File: config.mk
export PLATFORM = sky130hd
export DESIGN_NAME = zcco_marker
export DESIGN_NICKNAME = d
export VERILOG_FILES = /design/src/design/zcco_pkg.sv /design/src/design/zcco_marker.sv
export SDC_FILE = /design/constraint.sdc
export NUM_CORES = 1
export LEC_CHECK = 0
export BUFFER_PORTS_ARGS = -buffer_cell sky130_fd_sc_hd__buf_4
export CORE_AREA = 4 4 134 136
export CTS_CLUSTER_DIAMETER = 50
export CTS_CLUSTER_SIZE = 28
export DETAILED_ROUTE_END_ITERATION = 10
export DIE_AREA = 0 0 138 140
export GPL_TIMING_DRIVEN = 0
export HOLD_SLACK_MARGIN = 0.05
export SETUP_SLACK_MARGIN = 0.1
export SYNTH_ARGS = -nofsm -noshare
export SYNTH_HDL_FRONTEND = slang
export SYNTH_SLANG_ARGS = --single-unit
File: constraint.sdc
create_clock -name i_clk -period 5.4 [get_ports i_clk]
set_clock_uncertainty 0.1 [all_clocks]
set_input_delay 0.27 -clock i_clk [delete_from_list [all_inputs] [get_ports i_clk]]
set_output_delay 0.27 -clock i_clk [all_outputs]
set_load 0.01 [all_outputs]
File: src/design/zcco_pkg.sv
package zcco_pkg;

    // result slots one pixel can produce (vertical, horizontal, last column)
    localparam int RES_SLOTS = 3;

    // result queue, power-of-two depth
    localparam int FIFO_DEPTH = 8;
    localparam int FIFO_PTR_W = 3;
    localparam int FIFO_CNT_W = 4;

    localparam int ROW_BITS   = 16;
    localparam int COLOR_BITS = 24;
    localparam int CFG_W_BITS = 12;
    localparam int CFG_DATA_W = 16;

    localparam logic [7:0] RED_FULL = 8'd255;

    // configuration register indexes
    localparam logic CFG_IDX_WIDTH  = 1'b0;
    localparam logic CFG_IDX_HEIGHT = 1'b1;

    localparam logic [CFG_W_BITS-1:0] WIDTH_RESET  = 12'd640;
    localparam logic [ROW_BITS-1:0]   HEIGHT_RESET = 16'd480;

    // per-pixel control carried from the accept stage to the marking stage
    typedef struct packed {
        logic vld;
        logic up_row;
        logic col_nz;
        logic last_col;
        logic last_row;
    } t_pix_ctl;

    typedef struct packed {
        logic       marked;
        logic [7:0] blue;
        logic [7:0] green;
        logic [7:0] red;
        logic       run_last;
        logic       frame_end;
    } t_res_info;

endpackage

File: src/design/zcco_marker.sv
module zcco_marker #(
    parameter int LEVEL_BITS = 16,
    parameter int MAX_WIDTH  = 2048,
    localparam int COL_W     = $clog2(MAX_WIDTH),
    localparam int MEM_W     = LEVEL_BITS + zcco_pkg::COLOR_BITS + 1
) (
    input  logic                                                i_clk,
    input  logic                                                i_rst_n,
    input  zcco_pkg::t_pix_ctl                                  i_ctl,
    input  logic [zcco_pkg::ROW_BITS-1:0]                       i_row,
    input  logic [COL_W-1:0]                                    i_col,
    input  logic [LEVEL_BITS-1:0]                               i_level,
    input  logic [zcco_pkg::COLOR_BITS-1:0]                     i_color,
    input  logic [MEM_W-1:0]                                    i_up_data,
    input  logic                                                i_up_hmark,
    output logic                                                o_wr_en,
    output logic [COL_W-1:0]                                    o_wr_addr,
    output logic [MEM_W-1:0]                                    o_wr_data,
    output logic                                                o_hm_wr_en,
    output logic [COL_W-1:0]                                    o_hm_wr_addr,
    output logic                                                o_hm_wr_bit,
    output logic [zcco_pkg::RES_SLOTS-1:0]                      o_res_vld,
    output logic [zcco_pkg::RES_SLOTS-1:0][zcco_pkg::ROW_BITS-1:0] o_res_row,
    output logic [zcco_pkg::RES_SLOTS-1:0][COL_W-1:0]           o_res_col,
    output zcco_pkg::t_res_info [zcco_pkg::RES_SLOTS-1:0]       o_res_info
);

    logic [LEVEL_BITS-1:0]           r_prev_level;
    logic [zcco_pkg::COLOR_BITS-1:0] r_prev_color;
    logic                            r_prev_nvsk;
    logic                            r_hskip;
    logic                            r_dfr_vld;
    logic [COL_W-1:0]                r_dfr_addr;
    logic                            r_dfr_bit;

    logic [LEVEL_BITS-1:0]           up_level;
    logic [zcco_pkg::COLOR_BITS-1:0] up_color;
    logic                            up_vskip;
    logic                            v_cross;
    logic                            v_lt;
    logic                            vmark;
    logic                            nvsk;
    logic                            h_cross;
    logic                            h_lt;
    logic                            hm_prev;
    logic                            nh;
    logic                            n_hskip;

    function automatic logic crosses(input logic [LEVEL_BITS-1:0] a,
                                     input logic [LEVEL_BITS-1:0] b);
        logic a_le;
        logic a_ge;
        logic b_le;
        logic b_ge;
        a_le = a[LEVEL_BITS-1] || (a == '0);
        a_ge = !a[LEVEL_BITS-1];
        b_le = b[LEVEL_BITS-1] || (b == '0);
        b_ge = !b[LEVEL_BITS-1];
        return (a_le && b_ge) || (a_ge && b_le);
    endfunction

    // unsigned magnitude, the most negative value maps to its true size
    function automatic logic [LEVEL_BITS-1:0] mag(input logic [LEVEL_BITS-1:0] a);
        return a[LEVEL_BITS-1] ? (~a + 1'b1) : a;
    endfunction

    function automatic zcco_pkg::t_res_info paint(
        input logic                            mark,
        input logic [zcco_pkg::COLOR_BITS-1:0] color,
        input logic                            run_last,
        input logic                            fend
    );
        zcco_pkg::t_res_info info;
        info.marked    = mark;
        info.blue      = mark ? 8'd0 : color[7:0];
        info.green     = mark ? 8'd0 : color[15:8];
        info.red       = mark ? zcco_pkg::RED_FULL : color[23:16];
        info.run_last  = run_last;
        info.frame_end = fend;
        return info;
    endfunction

    assign up_level = i_up_data[LEVEL_BITS-1:0];
    assign up_color = i_up_data[LEVEL_BITS +: zcco_pkg::COLOR_BITS];
    assign up_vskip = i_up_data[MEM_W-1];

    // vertical pair: row above against this pixel
    assign v_cross = crosses(up_level, i_level);
    assign v_lt    = mag(up_level) < mag(i_level);
    assign vmark   = up_vskip || (v_cross && v_lt);
    assign nvsk    = i_ctl.up_row && !up_vskip && v_cross && !v_lt;

    // horizontal pair: left neighbor against this pixel
    assign h_cross = crosses(r_prev_level, i_level);
    assign h_lt    = mag(r_prev_level) < mag(i_level);
    assign hm_prev = r_hskip || (h_cross && h_lt);
    assign nh      = i_ctl.col_nz && !r_hskip && h_cross && !h_lt;
    assign n_hskip = i_ctl.last_col ? 1'b0 : nh;

    always_comb begin
        o_res_vld[0] = i_ctl.vld && i_ctl.up_row;
        o_res_vld[1] = i_ctl.vld && i_ctl.col_nz && i_ctl.last_row;
        o_res_vld[2] = i_ctl.vld && i_ctl.last_col && i_ctl.last_row;

        o_res_row[0] = i_row - 1'b1;
        o_res_row[1] = i_row;
        o_res_row[2] = i_row;

        o_res_col[0] = i_col;
        o_res_col[1] = i_col - 1'b1;
        o_res_col[2] = i_col;

        o_res_info[0] = paint(vmark || i_up_hmark, up_color,
                              !(o_res_vld[1] || o_res_vld[2]), 1'b0);
        o_res_info[1] = paint(hm_prev || r_prev_nvsk, r_prev_color,
                              !o_res_vld[2], 1'b0);
        o_res_info[2] = paint(nh || nvsk, i_color, 1'b1, 1'b1);
    end

    assign o_wr_en   = i_ctl.vld;
    assign o_wr_addr = i_col;
    assign o_wr_data = {nvsk, i_color, i_level};

    // left neighbor's mark now; the last column's own mark in the next cycle,
    // when the following pixel (column zero), if any, leaves the port free; at once if the last column is column zero
    always_comb begin
        if (i_ctl.vld && i_ctl.col_nz) begin
            o_hm_wr_en   = 1'b1;
            o_hm_wr_addr = i_col - 1'b1;
            o_hm_wr_bit  = hm_prev;
        end else if (i_ctl.vld && i_ctl.last_col) begin
            o_hm_wr_en   = 1'b1;
            o_hm_wr_addr = i_col;
            o_hm_wr_bit  = nh;
        end else begin
            o_hm_wr_en   = r_dfr_vld;
            o_hm_wr_addr = r_dfr_addr;
            o_hm_wr_bit  = r_dfr_bit;
        end
    end

    always_ff @(posedge i_clk) begin
        if (!i_rst_n) begin
            r_hskip   <= 1'b0;
            r_dfr_vld <= 1'b0;
        end else begin
            r_dfr_vld <= i_ctl.vld && i_ctl.col_nz && i_ctl.last_col;
            if (i_ctl.vld) begin
                r_hskip <= n_hskip;
            end
        end
    end

    always_ff @(posedge i_clk) begin
        if (i_ctl.vld) begin
            r_prev_level <= i_level;
            r_prev_color <= i_color;
            r_prev_nvsk  <= nvsk;
            r_dfr_addr   <= i_col;
            r_dfr_bit    <= nh;
        end
    end

endmodule

==> flow_summary_export.csv <==
group,metric,value,unit
logic_synthesis,yosys.cell_count.top_type,"buf_4",
place,placed_area,8320,sq um
timing,relSlewSlack,46.3,%
die,io_pins,347,
timing,period_share,87.3,%
detailed_routing,drtIter0Drc,200,
power_and_ir_drop,p_leak,0.00406,uW
layout,stdcell_count,1180,
logic_synthesis,ys_warn_count,0,
timing,hold_viol,0,
die,initial_core_util,32.3,%
logic_synthesis,ys_top_cells_by_area,"edfxtp_1, buf_4, ha_1",
worst_setup_path,path_common_cell,"nand2_1",
worst_setup_path,max_stage_delay,740,ps
clocking,cts_buffers,5,
logic_synthesis,synth.avg_cell_area,9.02,sq um
layout,drive_gt1_share,50.3,%
clocking,clock_latency,290,ps
power_and_ir_drop,vdd_drop_max,108,uV
die,die_w,138,microns
detailed_routing,drt_first_pass_iters,4,
clocking,ctsHoldBuffers,0,
logic_synthesis,synth-edff-count,53,
detailed_routing,wl_per_cell,15.6,microns
detailed_routing,wirelength,18400,microns
worst_setup_path,cp_cell_sequence,"nor4_1, nand2_1, nor2_1, nand2_1, nand2_1, xnor2_1, ha_1, a21o_1, a21o_1, a221oi_1, o31ai_2, a31oi_2, nor4b_4, buf_6, or3_1, buf_4",
die,rows,48,
logic_synthesis,synth_common_cells,"buf_4, edfxtp_1, nand2_1",
timing,finalCriticalPeriod,4720,ps
hold_path,hold_path.class,"in -> reg",
grt,grt_max_degree,56,
logic_synthesis,yosysTopAreaCell,"edfxtp_1",
layout,finalCoreUtilization,49.9,%
clocking,clk_pin_slew,70,ps
place,dp_hpwl,15500,microns
job,cap_violations,0,
detailed_routing,drcViolationCount,0,
timing,worst_pin_slew,798,ps
grt,grt_antenna_before_repair,0,
timing,finalSetupTns,0,ps
power_and_ir_drop,p_per_area,186,nW/um^2
worst_setup_path,end_kind,"primary output",
detailed_routing,vias_per_cell,4.47,
clocking,cts.sinks,55,
grt,grt_pass1_wl,28300,microns
logic_synthesis,synth_cell_type_count,59,
worst_setup_path,cp_max_fo,10,
layout,fin_area,8440,sq um
worst_setup_path,critPathSlowestCell,"nor4_1",
clocking,cts_max_path_buffers,2,
clocking,ctsRootBufferMaster,"clkbuf_16",
timing,drv_slew,0,
worst_setup_path,critPathLaunchType,"flop",
grt,grt_pass1_vias,5149,
status,status,"finished clean",
place,place_congestion,0.821,
layout,n_antenna_cell,0,
layout,fin_nets,1103,
timing,fmax,212,MHz
logic_synthesis,seq_area_frac_synth,29.8,%
layout,areaGrowthSynthToFinish,54.5,%
logic_synthesis,ys_ff_latch,55,
timing,setup_viol,0,
worst_setup_path,path_class,"reg -> out",
grt,grt_usage,17.9,%
die,core,16900,sq um
logic_synthesis,synth_top_flop_cell,"edfxtp_1",
hold_path,holdCritStartpoint,"i_color[8]",
place,numPortBuffers,341,
place,placed_cells,1174,
logic_synthesis,synth_area,5470,sq um
clocking,post-cts-setup-buffers,0,
timing,rsz0062_at_grt,"no",
clocking,cts_tree,"yes",
worst_setup_path,cp_data_required_time,5030,ps
detailed_routing,dr_total_vias,5271,
clocking,cts_max_level,2,
logic_synthesis,synth_top_cell_area_share,29.1,%
grt,overflow,0,
logic_synthesis,async_reset_ff_share,0,%
detailed_routing,postRouteAntennaNets,0,
worst_setup_path,startpoint,"r_prev_level[2]",
worst_setup_path,crit_arrival,4350,ps
die,die_h,140,microns
logic_synthesis,synthCells,606,
clocking,cts_resized,0,
worst_setup_path,r2r-start,"r_prev_level[2]",
die,die-area,19300,sq um
-- cells in the final DEF (no fill, tap or decap), drive strengths merged, types with 14 or more instances in the layout --
| master | instances |
|---|---|
| a21oi | 18 |
| o21ai | 26 |
| nor3b | 18 |
| o31ai | 14 |
| nand2b | 20 |
| xnor2 | 30 |
| and2 | 34 |
| edfxtp | 53 |
| ha | 31 |
| buf | 459 |
| inv | 21 |
| xor2 | 31 |
| clkbuf | 17 |
| nor2 | 25 |
| nand2 | 44 |
-- kinds of logic after synthesis --
logic type      Yosys count  synth area share, %
flops                    55                 29.8
fa+ha+maj                31                 7.10
simple gates            212                 22.1
mux                       6                 1.10
other cells               2                0.137
compound gates           89                 11.6
xor+xnor                 61                 9.77
buf+inv                 150                 18.4
-- metrics by stage --
step / hold slack (ps) / power, uW / setup WS [ps]
6_report: 72.1 / 1570 / 685
5_1_grt: 58.3 / 1680 / 312
4_1_cts: 59.8 / 1600 / 721
3_5_place_dp: 366 / 1280 / 739
3_3_place_gp: 364 / 1280 / 746
2_1_floorplan: 269 / 908 / 1320
-- power by group --
| group | internal [uW] | switching, uW | total [uW] |
|---|---|---|---|
| sequential | 505 | 15.0 | 520 |
| clock | 167 | 135 | 302 |
| combinational | 387 | 358 | 745 |
-- cell type report --
cell class,instances,area [sq um]
buffer,129,925
tap,225,282
sequential,55,1630
clock buffer,6,129
inverter,21,78.8
timing repair buffer,341,2560
fill,1630,8490
multi-input combinational,403,2840
-- worst paths after layout --
check,to,slack (ps),depth (start not counted)
hold / removal,r_prev_color[8],70,1
hold reg to reg,r_hskip,550,1
setup / recovery,o_res_info[62],680,16
setup reg to reg,r_hskip,1440,15
-- flip-flops by register name (all words and copies together) (netlist names) --
register,count
r_prev_color,24
r_prev_level,16
r_dfr_addr,11
r_dfr_bit,1
r_dfr_vld,1
r_hskip,1
r_prev_nvsk,1
-- per-layer routing --
layer / wire length [microns] / track usage [%]
met5: 0 / 0
met4: 321 / 4.11
met3: 1050 / 3.96
met2: 9180 / 31.4
met1: 7890 / 22.6
-- worst max-delay path, delay by kind of cell (launching register included) --
kind | cells | cell delay, ps
flops | 1 | 470
buf+inv | 2 | 330
simple gates | 7 | 1740
compound gates | 5 | 1110
fa+ha+maj | 1 | 270
xor+xnor | 1 | 140
No activity file was read; power rests on OpenSTA's default activity.
